[src/rtl/sls_pkg.sv]
// Shared types, sizes and helpers of the senescence litter sweep.
// Used by every module and interface in this folder; depends on nothing.
package sls_pkg;

	localparam int HISTORY_DAYS = 512;
	localparam int PART_COUNT   = 7;
	localparam int FIELD_PARTS  = 7;
	localparam int ACTIVE_PARTS = (PART_COUNT < FIELD_PARTS) ? PART_COUNT : FIELD_PARTS;

	localparam int TT_W      = 24;
	localparam int MASS_W    = 24;
	localparam int LIT_W     = 32;
	localparam int SLOT_W    = $clog2(HISTORY_DAYS);
	localparam int PEND_W    = $clog2(HISTORY_DAYS + 1);
	localparam int PART_W    = (ACTIVE_PARTS > 1) ? $clog2(ACTIVE_PARTS) : 1;
	localparam int CFG_IDX_W = $clog2(FIELD_PARTS + 1);

	typedef logic [SLOT_W-1:0] slot_t;
	typedef logic [PART_W-1:0] part_t;

	// Write side of the history store: one day slot, thermal time and one part's mass.
	typedef struct packed {
		logic              tt_we;
		logic              mass_we;
		part_t             part;
		slot_t             slot;
		logic [TT_W-1:0]   tt;
		logic [MASS_W-1:0] mass;
	} hist_wr_t;

	typedef struct packed {
		logic  en;
		part_t part;
		slot_t slot;
	} hist_rd_t;

	function automatic slot_t next_slot(input slot_t s);
		next_slot = (s == SLOT_W'(HISTORY_DAYS - 1)) ? '0 : s + 1'b1;
	endfunction

endpackage

[src/rtl/sls_sweep_ctrl.sv]
// Sequencer of the sweep: thresholds, per-part pointers, the shared compare
// and saturating adder, and the output register. Depends on sls_pkg and drives sls_history.
module sls_sweep_ctrl import sls_pkg::*; (
	input  logic                 clk,
	input  logic                 arst_n,
	input  logic                 cfg_we,
	input  logic [CFG_IDX_W-1:0] cfg_index,
	input  logic [TT_W-1:0]      cfg_data,
	input  logic                 in_valid,
	output logic                 in_ready,
	input  logic [TT_W-1:0]      in_tt,
	input  logic [MASS_W-1:0]    in_added [FIELD_PARTS],
	output logic                 out_valid,
	input  logic                 out_ready,
	output logic [LIT_W-1:0]     out_litter [FIELD_PARTS],
	output logic                 out_overflow,
	output hist_wr_t             hist_wr,
	output hist_rd_t             hist_rd,
	input  logic [TT_W-1:0]      hist_tt,
	input  logic [MASS_W-1:0]    hist_mass
);

	localparam logic [2:0] S_IDLE  = 3'd0;
	localparam logic [2:0] S_WRITE = 3'd1;
	localparam logic [2:0] S_LOAD  = 3'd2;
	localparam logic [2:0] S_READ  = 3'd3;
	localparam logic [2:0] S_CMP   = 3'd4;
	localparam logic [2:0] S_NEXT  = 3'd5;
	localparam logic [2:0] S_DONE  = 3'd6;

	logic [2:0]        state_q;
	part_t             part_q;
	slot_t             cur_q;
	slot_t             slot_q;
	logic [PEND_W-1:0] pend_w_q;
	logic [PEND_W-1:0] pend_q   [ACTIVE_PARTS];
	slot_t             oldest_q [ACTIVE_PARTS];
	logic [TT_W-1:0]   thr_q    [FIELD_PARTS];
	logic              out_vld_q;

	logic [TT_W-1:0]   tt_now_q;
	logic [MASS_W-1:0] added_q [ACTIVE_PARTS];
	logic [LIT_W-1:0]  sum_q;
	logic [LIT_W-1:0]  res_q [ACTIVE_PARTS];
	logic [LIT_W-1:0]  out_litter_q [FIELD_PARTS];
	logic              ovf_q;

	logic [ACTIVE_PARTS-1:0] full;
	logic                    accept;
	logic                    last_part;
	logic                    load_out;
	logic [TT_W:0]           diff;
	logic                    pass;
	logic [LIT_W:0]          add;
	logic [LIT_W-1:0]        sum_next;

	always_comb begin
		for (int p = 0; p < ACTIVE_PARTS; p++) begin
			full[p] = (pend_q[p] >= PEND_W'(HISTORY_DAYS));
		end
	end

	assign in_ready  = (state_q == S_IDLE);
	assign accept    = in_valid && in_ready;
	assign last_part = (part_q == PART_W'(ACTIVE_PARTS - 1));
	assign load_out  = (state_q == S_DONE) && (!out_vld_q || out_ready);

	// A day is passed when its elapsed thermal time is not negative and reaches the threshold.
	assign diff     = {1'b0, tt_now_q} - {1'b0, hist_tt};
	assign pass     = !diff[TT_W] && (diff[TT_W-1:0] >= thr_q[part_q]);
	assign add      = {1'b0, sum_q} + (LIT_W + 1)'(hist_mass);
	assign sum_next = add[LIT_W] ? '1 : add[LIT_W-1:0];

	always_comb begin
		hist_wr.tt_we   = (state_q == S_WRITE) && (part_q == '0);
		hist_wr.mass_we = (state_q == S_WRITE);
		hist_wr.part    = part_q;
		hist_wr.slot    = cur_q;
		hist_wr.tt      = tt_now_q;
		hist_wr.mass    = added_q[part_q];
		hist_rd.en      = (state_q == S_READ) && (pend_w_q > PEND_W'(1));
		hist_rd.part    = part_q;
		hist_rd.slot    = slot_q;
	end

	always_ff @(posedge clk or negedge arst_n) begin
		if (!arst_n) begin
			state_q   <= S_IDLE;
			part_q    <= '0;
			cur_q     <= '0;
			slot_q    <= '0;
			pend_w_q  <= '0;
			out_vld_q <= 1'b0;
			for (int p = 0; p < ACTIVE_PARTS; p++) begin
				pend_q[p]   <= '0;
				oldest_q[p] <= '0;
			end
			for (int p = 0; p < FIELD_PARTS; p++) begin
				thr_q[p] <= '0;
			end
		end else begin
			if (cfg_we && (cfg_index < CFG_IDX_W'(FIELD_PARTS))) begin
				thr_q[cfg_index[CFG_IDX_W-1:0]] <= cfg_data;
			end

			if (load_out) begin
				out_vld_q <= 1'b1;
			end else if (out_ready) begin
				out_vld_q <= 1'b0;
			end

			unique case (state_q)
				S_IDLE: begin
					if (accept) begin
						// A full part drops its oldest day before the new one goes in.
						for (int p = 0; p < ACTIVE_PARTS; p++) begin
							if (full[p]) begin
								oldest_q[p] <= next_slot(oldest_q[p]);
							end
							pend_q[p] <= (full[p] ? PEND_W'(HISTORY_DAYS - 1) : pend_q[p])
							             + 1'b1;
						end
						part_q  <= '0;
						state_q <= S_WRITE;
					end
				end
				S_WRITE: begin
					if (last_part) begin
						part_q  <= '0;
						cur_q   <= next_slot(cur_q);
						state_q <= S_LOAD;
					end else begin
						part_q <= part_q + 1'b1;
					end
				end
				S_LOAD: begin
					slot_q   <= oldest_q[part_q];
					pend_w_q <= pend_q[part_q];
					state_q  <= S_READ;
				end
				S_READ: begin
					// The current day is never passed, so at least one day stays pending.
					state_q <= (pend_w_q > PEND_W'(1)) ? S_CMP : S_NEXT;
				end
				S_CMP: begin
					if (pass) begin
						slot_q   <= next_slot(slot_q);
						pend_w_q <= pend_w_q - 1'b1;
						state_q  <= S_READ;
					end else begin
						state_q <= S_NEXT;
					end
				end
				S_NEXT: begin
					oldest_q[part_q] <= slot_q;
					pend_q[part_q]   <= pend_w_q;
					if (last_part) begin
						state_q <= S_DONE;
					end else begin
						part_q  <= part_q + 1'b1;
						state_q <= S_LOAD;
					end
				end
				S_DONE: begin
					if (load_out) begin
						state_q <= S_IDLE;
					end
				end
				default: begin
					state_q <= S_IDLE;
				end
			endcase
		end
	end

	always_ff @(posedge clk) begin
		if (accept) begin
			tt_now_q <= in_tt;
			ovf_q    <= |full;
			for (int p = 0; p < ACTIVE_PARTS; p++) begin
				added_q[p] <= in_added[p];
			end
		end
		if (state_q == S_LOAD) begin
			sum_q <= '0;
		end else if ((state_q == S_CMP) && pass) begin
			sum_q <= sum_next;
		end
		if (state_q == S_NEXT) begin
			res_q[part_q] <= sum_q;
		end
		if (load_out) begin
			out_overflow <= ovf_q;
			for (int p = 0; p < ACTIVE_PARTS; p++) begin
				out_litter_q[p] <= res_q[p];
			end
			for (int p = ACTIVE_PARTS; p < FIELD_PARTS; p++) begin
				out_litter_q[p] <= '0;
			end
		end
	end

	assign out_valid  = out_vld_q;
	assign out_litter = out_litter_q;

endmodule

[config.mk]
export PLATFORM = sky130hd
export DESIGN_NAME = sls_sweep_ctrl
export DESIGN_NICKNAME = d
export VERILOG_FILES = /design/src/rtl/sls_pkg.sv /design/src/rtl/sls_sweep_ctrl.sv
export SDC_FILE = /design/constraint.sdc
export NUM_CORES = 1
export LEC_CHECK = 0
export ABC_AREA = 1
export BUFFER_PORTS_ARGS = -buffer_cell sky130_fd_sc_hd__buf_4
export CORE_MARGIN = 2
export CORE_UTILIZATION = 45
export DETAILED_ROUTE_END_ITERATION = 6
export GPL_TIMING_DRIVEN = 0
export PLACE_DENSITY = 0.71
export SYNTH_ARGS = -nofsm -noshare
export SYNTH_HDL_FRONTEND = slang
export SYNTH_SLANG_ARGS = --single-unit
[constraint.sdc]
create_clock -name clk -period 31.8 [get_ports clk]
set_input_delay 6.36 -clock clk [delete_from_list [all_inputs] [get_ports clk]]
set_output_delay 6.36 -clock clk [all_outputs]
set_load 0.05 [all_outputs]
==> run_results.csv, run 1 <==
group,metric,value,unit
worst_hold_path,hold_path_end,"out_litter[175]$_DFFE_PP_",
grt,grt_first_pass_wirelength,203,mm
worst_setup_path,worst_r2r_path_depth,21,
clock_tree,clk_latency,0.72,ns
route,routed_via_density,5.47,
final_layout,nFillCells,8207,
worst_setup_path,crit_path_max_fanout,10,
synth,syn_area_per_cell,10.7,um2
clock_tree,inserted_clock_buffers,104,
synth,synth_fa_ha_area_share,3.02,%
timing,period_needed,10.56,ns
worst_hold_path,whs_path_depth,0,
place,finalWeightedCongestion,0.957,
place,place_hpwl,97.7,mm
synth,ys_async_sr_fraction,33.3,%
final_layout,finalNetCount,5145,
floorplan,fp-row-count,114,
power,powerDensity,86.8,nW/um2
final_layout,layout-drive-gt1-share,18.2,%
worst_setup_path,timing.critical_path.required,25.44,ns
worst_hold_path,hold_path.startpoint,"res_q[1][15]$_DFFE_PP_",
floorplan,floorplan.die_area,99500,um2
grt,number_of_antenna_violations_at_the_first_check_in_global_routing,2,
synth,synth-compound-area-share,10.8,%
synth,synthSimpleGateAreaFrac,14.7,%
place,place_worst_setup_slack,21.27,ns
worst_setup_path,timing.critical_path.buf_inv,6,
clock_tree,ctsHtreeMaxLevel,3,
worst_setup_path,crit_arrival,4.20,ns
final_layout,final_design_area_no_fill,53600,um2
place,placedInstanceArea,50000,um2
synth,yosys.area_share.xor_xnor,1.46,%
synth,syn_area,43700,um2
power,p_comb_share,33.0,%
grt,via_count_of_the_first_global_routing_pass,32440,
worst_setup_path,timing.critical_path.from_type,"flop",
floorplan,core-area,96400,um2
power,intPower,2.89,mW
synth,synth-seq-area-share,64.9,%
place,number_of_input_and_output_port_buffers_inserted,573,
clock_tree,clk_transition_reported_paths,0.06,ns
status,status,"completed",
timing,hold_ws,0.414,ns
timing,worst_clock_skew,0.0326,ns
power,p_clk_share,27.8,%
clock_tree,cts_tree,"done",
synth,post_syn_nets,4449,
final_layout,final_common_cell,"sky130_fd_sc_hd__nand2_1",
timing,rsz0062_at_grt,"false",
timing,timing_hold_violations_final,0,
route,firstDrtPassIters,6,
power,swShare,37.9,%
route,detailed_route_drc_error_count,0,
worst_setup_path,worst-r2r-setup-slack,26.09,ns
synth,ffs_latches_synth,1010,
synth,largest_family_of_logic_cells_by_synthesized_area,"simple AND/OR/NAND/NOR gates",
floorplan,top_level_ports,574,
timing,worst-slew-pin-transition,1.22,ns
power,vdd_drop_max,0.0640,mV
timing,maxSlewHeadroom,16.3,%
final_layout,number_of_non_filler_instances_in_the_completed_layout,6134,
final_layout,register_area,28300,um2
power,power_total,4.65,mW
clock_tree,clk_root_buffer_cell,"sky130_fd_sc_hd__clkbuf_16",
final_layout,fin_util,55.6,%
clock_tree,clkSinkCount,1010,
route,wire_per_inst,22.4,um
timing,fmax,0.0947,GHz
worst_setup_path,path_delay_family,"buffers and inverters",
synth,synth_edf_count,642,
grt,grt_overflow,0,
timing,finalWorstSetupSlack,21.24,ns
final_layout,syn2layout_area_growth,22.8,%
worst_hold_path,holdCritPathClass,"flop to flop",
worst_setup_path,critical_path_class,"flop to output pin",
clock_tree,max-clock-path-buffers,3,
clock_tree,holdBufCountCts,0,
grt,grt_max_degree,127,
route,wl,137,mm
route,ant_nets,0,
synth,netlist-cell-type-count,56,
floorplan,die_x,315,um
synth,synth.yosys.warnings,0,
place,numPlacedInstances,5939,
clock_tree,cts_post_setup_buffers_inserted,0,
grt,gr-usage-all-layers,27.3,%
run,cap_viol_max_count,0,
timing,final_total_negative_setup_slack,0,ns
timing,timing_max_transition_violations_final,0,
synth,yosys-mux-area-fraction,0,%
timing,setup_viol_count_final,0,
route,via_count,33540,
worst_setup_path,critical_path.max_stage_delay,0.73,ns
worst_setup_path,endpoint_kind,"output pin",
worst_setup_path,crit_path_top_delay_cell,"sky130_fd_sc_hd__buf_1",
synth,synth_flop_cell,"sky130_fd_sc_hd__edfxtp_1",
route,dr.first_iter.drc_count,3249,
timing,post-route-period-util,33.2,%
worst_setup_path,crit_path_cell_chain,"buf_4, inv_1, nand3_2, inv_1, buf_2, buf_1, nand2_1, nand4_1, buf_4",
synth,synthCells,4073,
final_layout,layout.cells.most_common_list,"979 x sky130_fd_sc_hd__nand2_1, 642 x sky130_fd_sc_hd__edfxtp_1, 584 x sky130_fd_sc_hd__buf_4",
power,power.sequential.fraction,39.2,%
floorplan,start_util,45.3,%
worst_setup_path,worstReg2RegStart,"part_q[1]$_DFFE_PN0P_",
power,p_sw,1.76,mW
floorplan,die_height,315,um
worst_setup_path,rr_endpoint,"slot_q[3]$_DFFE_PN0P_",
final_layout,multi_input_area,13100,um2
clock_tree,cts.repair.resized,0,
power,p_leak,22.8,nW
cells in the mapped netlist, drive strengths merged, types with 34 or more instances:
library cell / n / area share [%]
nor2: 295 / 2.9
a22o: 41 / 0.82
a221oi: 37 / 0.74
ha: 102 / 2.9
dfrtp: 336 / 19
nand4: 35 / 0.50
nor3: 34 / 0.39
inv: 426 / 3.7
nand2: 982 / 8.5
o21ai: 347 / 4.0
nand3: 160 / 1.9
clkbuf: 67 / 0.58
edfxtp: 642 / 44
buf: 71 / 0.87
o22ai: 48 / 0.69
a31oi: 35 / 0.50
xor2: 45 / 0.90
a21oi: 158 / 2.0
a22oi: 65 / 1.2
kinds of logic (layout without fill, tap and decap cells):
logic type / Yosys count / count (layout)
and+or+nand+nor: 1539 / 1539
DFF: 1010 / 1010
AOI/OAI and AO/OA: 782 / 782
buffers and inverters: 565 / 1349
adders and majority gates: 104 / 104
xor gates and xnor gates: 73 / 73
other: 0 / 1
state kept, by name (all words and copies together) (netlist names):
name and flops:
out_valid 1, sum_q 32, tt_now_q 24, out_litter 224, out_overflow 1, res_q 224
oldest_q 63, slot_q 9, added_q 168, thr_q 168, part_q 3, ovf_q 1
pend_w_q 10, pend_q 70, state_q 3, cur_q 9
area by class of cell:
| class | instances | share of cell area (%) |
|---|---|---|
| Antenna cell | 1 | 0.00467 |
| Buffer | 138 | 1.19 |
| Clock buffer | 133 | 5.19 |
| Clock inverter | 61 | 1.60 |
| Inverter | 427 | 3.00 |
| Multi-Input combinational cell | 2498 | 24.4 |
| Sequential cell | 1010 | 52.9 |
| Tap cell | 1276 | 2.98 |
| Timing Repair Buffer | 590 | 8.75 |
power groups by stage:
| stage | clock, mW | sequential (mW) | combinational, mW |
|---|---|---|---|
| after floorplan | 0 | 1.88 | 0.939 |
| after global placement | 0 | 1.86 | 1.47 |
| after detailed placement | 0 | 1.84 | 1.51 |
| after CTS | 1.30 | 1.82 | 1.52 |
| after global routing | 1.36 | 1.84 | 1.68 |
| final | 1.29 | 1.83 | 1.54 |
how the worst max path moves through the flow:
stage	from	to	depth (start not counted)
5_1_grt	part_q[2]$_DFFE_PN0P_	hist_wr[15]	9
2_1_floorplan	out_ready	out_litter[0]$_DFFE_PP_	2
3_5_place_dp	hist_tt[2]	sum_q[23]$_SDFFE_PP0P_	22
3_3_place_gp	out_ready	out_litter[148]$_DFFE_PP_	3
6_report	part_q[2]$_DFFE_PN0P_	hist_wr[15]	9
4_1_cts	part_q[2]$_DFFE_PN0P_	hist_wr[2]	9
per-layer routing:
layer | track usage (%) | share of wire [%] | up-vias
met5 | 0 | 0 | -
met4 | 10.5 | 4.0 | 0
met3 | 6.30 | 10 | 309
met2 | 44.7 | 47 | 1788
met1 | 35.5 | 39 | 16007
li1 | - | - | 15436
worst register-to-register path: stages (launching register included):
cell and delay [ns]:
sky130_fd_sc_hd__dfrtp_1 0.56, sky130_fd_sc_hd__buf_4 0.23, sky130_fd_sc_hd__nand2_1 0.13, sky130_fd_sc_hd__nor2_2 0.51, sky130_fd_sc_hd__clkbuf_1 0.78, sky130_fd_sc_hd__clkbuf_1 0.65
sky130_fd_sc_hd__a22oi_1 0.20, sky130_fd_sc_hd__nand3_1 0.26, sky130_fd_sc_hd__inv_1 0.09, sky130_fd_sc_hd__ha_1 0.28, sky130_fd_sc_hd__nand2_1 0.06, sky130_fd_sc_hd__nor2_1 0.18
sky130_fd_sc_hd__nand4_1 0.11, sky130_fd_sc_hd__nor2_1 0.11, sky130_fd_sc_hd__nand2_1 0.06, sky130_fd_sc_hd__nand2_1 0.22, sky130_fd_sc_hd__nand3_2 0.32, sky130_fd_sc_hd__nand2_4 0.29
sky130_fd_sc_hd__inv_1 0.08, sky130_fd_sc_hd__buf_2 0.22, sky130_fd_sc_hd__nand2_1 0.09, sky130_fd_sc_hd__nand2_1 0.11
Note: power is estimated with default switching activity, not from simulation.
==> run 2, diff against run 1 <==
==> constraint.sdc (replaced) <==
create_clock -name clk -period 9.75 [get_ports clk]
set_input_delay 1.95 -clock clk [delete_from_list [all_inputs] [get_ports clk]]
set_output_delay 1.95 -clock clk [all_outputs]
set_load 0.05 [all_outputs]
==> run_results.csv, run 2 (synthesized netlist as in run 1, its figures left out) <==
group,metric,value,unit
route,dr.first_iter.drc_count,3282,
power,power.sequential.fraction,39.2,%
timing,period_needed,6.33,ns
route,ant_nets,0,
route,routed_via_density,5.50,
floorplan,die_height,315,um
power,p_comb_share,33.0,%
floorplan,floorplan.die_area,99500,um2
power,powerDensity,283,nW/um2
clock_tree,max-clock-path-buffers,3,
grt,grt_overflow,0,
clock_tree,cts.repair.resized,0,
clock_tree,cts_post_setup_buffers_inserted,0,
place,place_worst_setup_slack,3.63,ns
clock_tree,clkSinkCount,1010,
route,detailed_route_wire_length_on_metal_1,54.2,mm
worst_setup_path,critical_path.max_stage_delay,0.98,ns
route,wire_per_inst,22.5,um
route,firstDrtPassIters,7,
worst_setup_path,crit_path_end,"hist_wr[12]",
worst_setup_path,crit_path_top_delay_cell,"sky130_fd_sc_hd__buf_1",
clock_tree,cts_tree,"done",
grt,via_count_of_the_first_global_routing_pass,32557,
grt,number_of_antenna_violations_at_the_first_check_in_global_routing,7,
floorplan,start_util,45.3,%
worst_setup_path,endpoint_kind,"output pin",
power,p_clk_share,27.8,%
worst_setup_path,critical_path_class,"flop to output pin",
worst_setup_path,timing.critical_path.required,7.80,ns
worst_setup_path,timing.critical_path.from_type,"flop",
final_layout,finalNetCount,5148,
clock_tree,holdBufCountCts,0,
worst_setup_path,crit_path_max_fanout,10,
run,cap_viol_max_count,0,
worst_hold_path,hold_path.startpoint,"res_q[0][28]$_DFFE_PP_",
clock_tree,clk_root_buffer_cell,"sky130_fd_sc_hd__clkbuf_16",
worst_setup_path,worst-path-stages,9,
route,detailed_route_drc_error_count,0,
place,finalWeightedCongestion,0.960,
grt,gr-usage-all-layers,27.4,%
worst_setup_path,timing.critical_path.buf_inv,6,
worst_setup_path,worst-r2r-setup-slack,4.04,ns
timing,worst_clock_skew,0.0267,ns
timing,finalWorstSetupSlack,3.42,ns
power,p_sw,5.74,mW
final_layout,syn2layout_area_growth,23.0,%
final_layout,nFillCells,8266,
worst_setup_path,worst_r2r_path_depth,21,
clock_tree,inserted_clock_buffers,105,
power,intPower,9.45,mW
worst_setup_path,path_delay_family,"buffers and inverters",
timing,post-route-period-util,64.9,%
power,vdd_drop_max,0.214,mV
worst_setup_path,rr_endpoint,"slot_q[3]$_DFFE_PN0P_",
status,status,"completed",
worst_setup_path,crit_path_cell_chain,"buf_2, inv_2, nand3_2, inv_2, buf_2, buf_1, a22oi_1, nand3_1, buf_4",
timing,worst-slew-pin-transition,1.28,ns
clock_tree,clk_transition_reported_paths,0.06,ns
worst_setup_path,worstReg2RegStart,"part_q[1]$_DFFE_PN0P_",
route,via_count,33751,
clock_tree,clk_latency,0.69,ns
worst_setup_path,worst_setup_path_startpoint,"part_q[0]$_DFFE_PN0P_",
timing,setup_viol_count_final,0,
floorplan,die_x,315,um
route,wl,138,mm
route,met2WireLength,64.4,mm
timing,maxSlewHeadroom,14.8,%
route,dr.max_layer_used,"met5",
timing,timing_max_transition_violations_final,0,
worst_hold_path,holdCritPathClass,"flop to flop",
final_layout,final_common_cell,"sky130_fd_sc_hd__nand2_1",
timing,fmax,0.158,GHz
final_layout,fin_util,55.7,%
worst_setup_path,crit_arrival,4.38,ns
timing,rsz0062_at_grt,"false",
place,number_of_input_and_output_port_buffers_inserted,573,
timing,timing_hold_violations_final,0,
grt,grt_first_pass_wirelength,203,mm
power,swShare,37.8,%
floorplan,fp-row-count,114,
power,p_leak,22.8,nW
clock_tree,ctsHtreeMaxLevel,3,
floorplan,top_level_ports,574,
final_layout,layout.cells.most_common_list,"979 x sky130_fd_sc_hd__nand2_1, 642 x sky130_fd_sc_hd__edfxtp_1, 584 x sky130_fd_sc_hd__buf_4",
final_layout,layout-drive-gt1-share,18.4,%
place,place_hpwl,98.6,mm
grt,grt_max_degree,109,
route,met3_wirelength,13.4,mm
floorplan,core-area,96400,um2
-- run 2: metal layers --
metal,global-route usage [%],vias to the layer above
met4,11.6,10
met3,5.76,304
met2,44.7,1826
met1,35.5,16189
li1,-,15422
met5,0,-
-- run 2: worst min-delay path by stage --
| stage | to | slack [ns] | cells after the start |
|---|---|---|---|
| finish | out_litter[220]$_DFFE_PP_ | 0.41 | 0 |
| global route | out_litter[220]$_DFFE_PP_ | 0.41 | 0 |
| CTS | out_litter[220]$_DFFE_PP_ | 0.41 | 0 |
| detailed placement | out_litter[125]$_DFFE_PP_ | 0.40 | 0 |
| global placement | out_litter[134]$_DFFE_PP_ | 0.40 | 0 |
| floorplan | out_litter[0]$_DFFE_PP_ | 0.40 | 0 |
-- run 2: final cells by class --
class | count | area [um2] | share of cell area [%]
Antenna cell | 4 | 10.0 | 0.0186
Buffer | 138 | 637 | 1.19
Clock buffer | 143 | 2980 | 5.56
Clock inverter | 52 | 689 | 1.28
Inverter | 427 | 1610 | 3.00
Multi-Input combinational cell | 2498 | 13100 | 24.4
Sequential cell | 1010 | 28300 | 52.8
Tap cell | 1276 | 1600 | 2.97
Timing Repair Buffer | 592 | 4730 | 8.82
-- run 2: power by group through the flow --
stage                     Combinational [mW]  Sequential (mW)  Clock (mW)
after global routing                    5.49             6.02        4.45
after detailed placement                4.94             6.02           0
after global placement                  4.79             6.07           0
final                                   5.02             5.95        4.22
after CTS                               4.97             5.94        4.27
after floorplan                         3.06             6.10           0
-- run 2: worst register-to-register path, cell delays in order (launching register included) --
cell,delay [ns]
sky130_fd_sc_hd__dfrtp_1,0.52
sky130_fd_sc_hd__buf_4,0.21
sky130_fd_sc_hd__nand2_1,0.11
sky130_fd_sc_hd__nor2_2,0.64
sky130_fd_sc_hd__clkbuf_1,0.81
sky130_fd_sc_hd__clkbuf_1,0.64
sky130_fd_sc_hd__a22oi_1,0.22
sky130_fd_sc_hd__nand3_1,0.25
sky130_fd_sc_hd__inv_1,0.08
sky130_fd_sc_hd__ha_1,0.27
sky130_fd_sc_hd__nand2_1,0.06
sky130_fd_sc_hd__nor2_1,0.19
sky130_fd_sc_hd__nand4_1,0.10
sky130_fd_sc_hd__nor2_1,0.11
sky130_fd_sc_hd__nand2_1,0.05
sky130_fd_sc_hd__nand2_1,0.21
sky130_fd_sc_hd__nand3_2,0.31
sky130_fd_sc_hd__nand2_4,0.28
sky130_fd_sc_hd__inv_1,0.08
sky130_fd_sc_hd__buf_2,0.22
sky130_fd_sc_hd__nand2_1,0.09
sky130_fd_sc_hd__nand2_1,0.10
-- run 2: through the flow --
step	hold WS (ns)	cell area [um2]	std cells	TNS [ns]	total power, mW
floorplan	0.400	43700	4073	0	9.17
global placement	0.400	49600	5922	-248.64	10.9
detailed placement	0.405	50000	5941	0	11.0
CTS	0.412	53700	6136	0	15.2
global route	0.414	53700	6136	0	16.0
finish	0.412	53700	6140	0	15.2
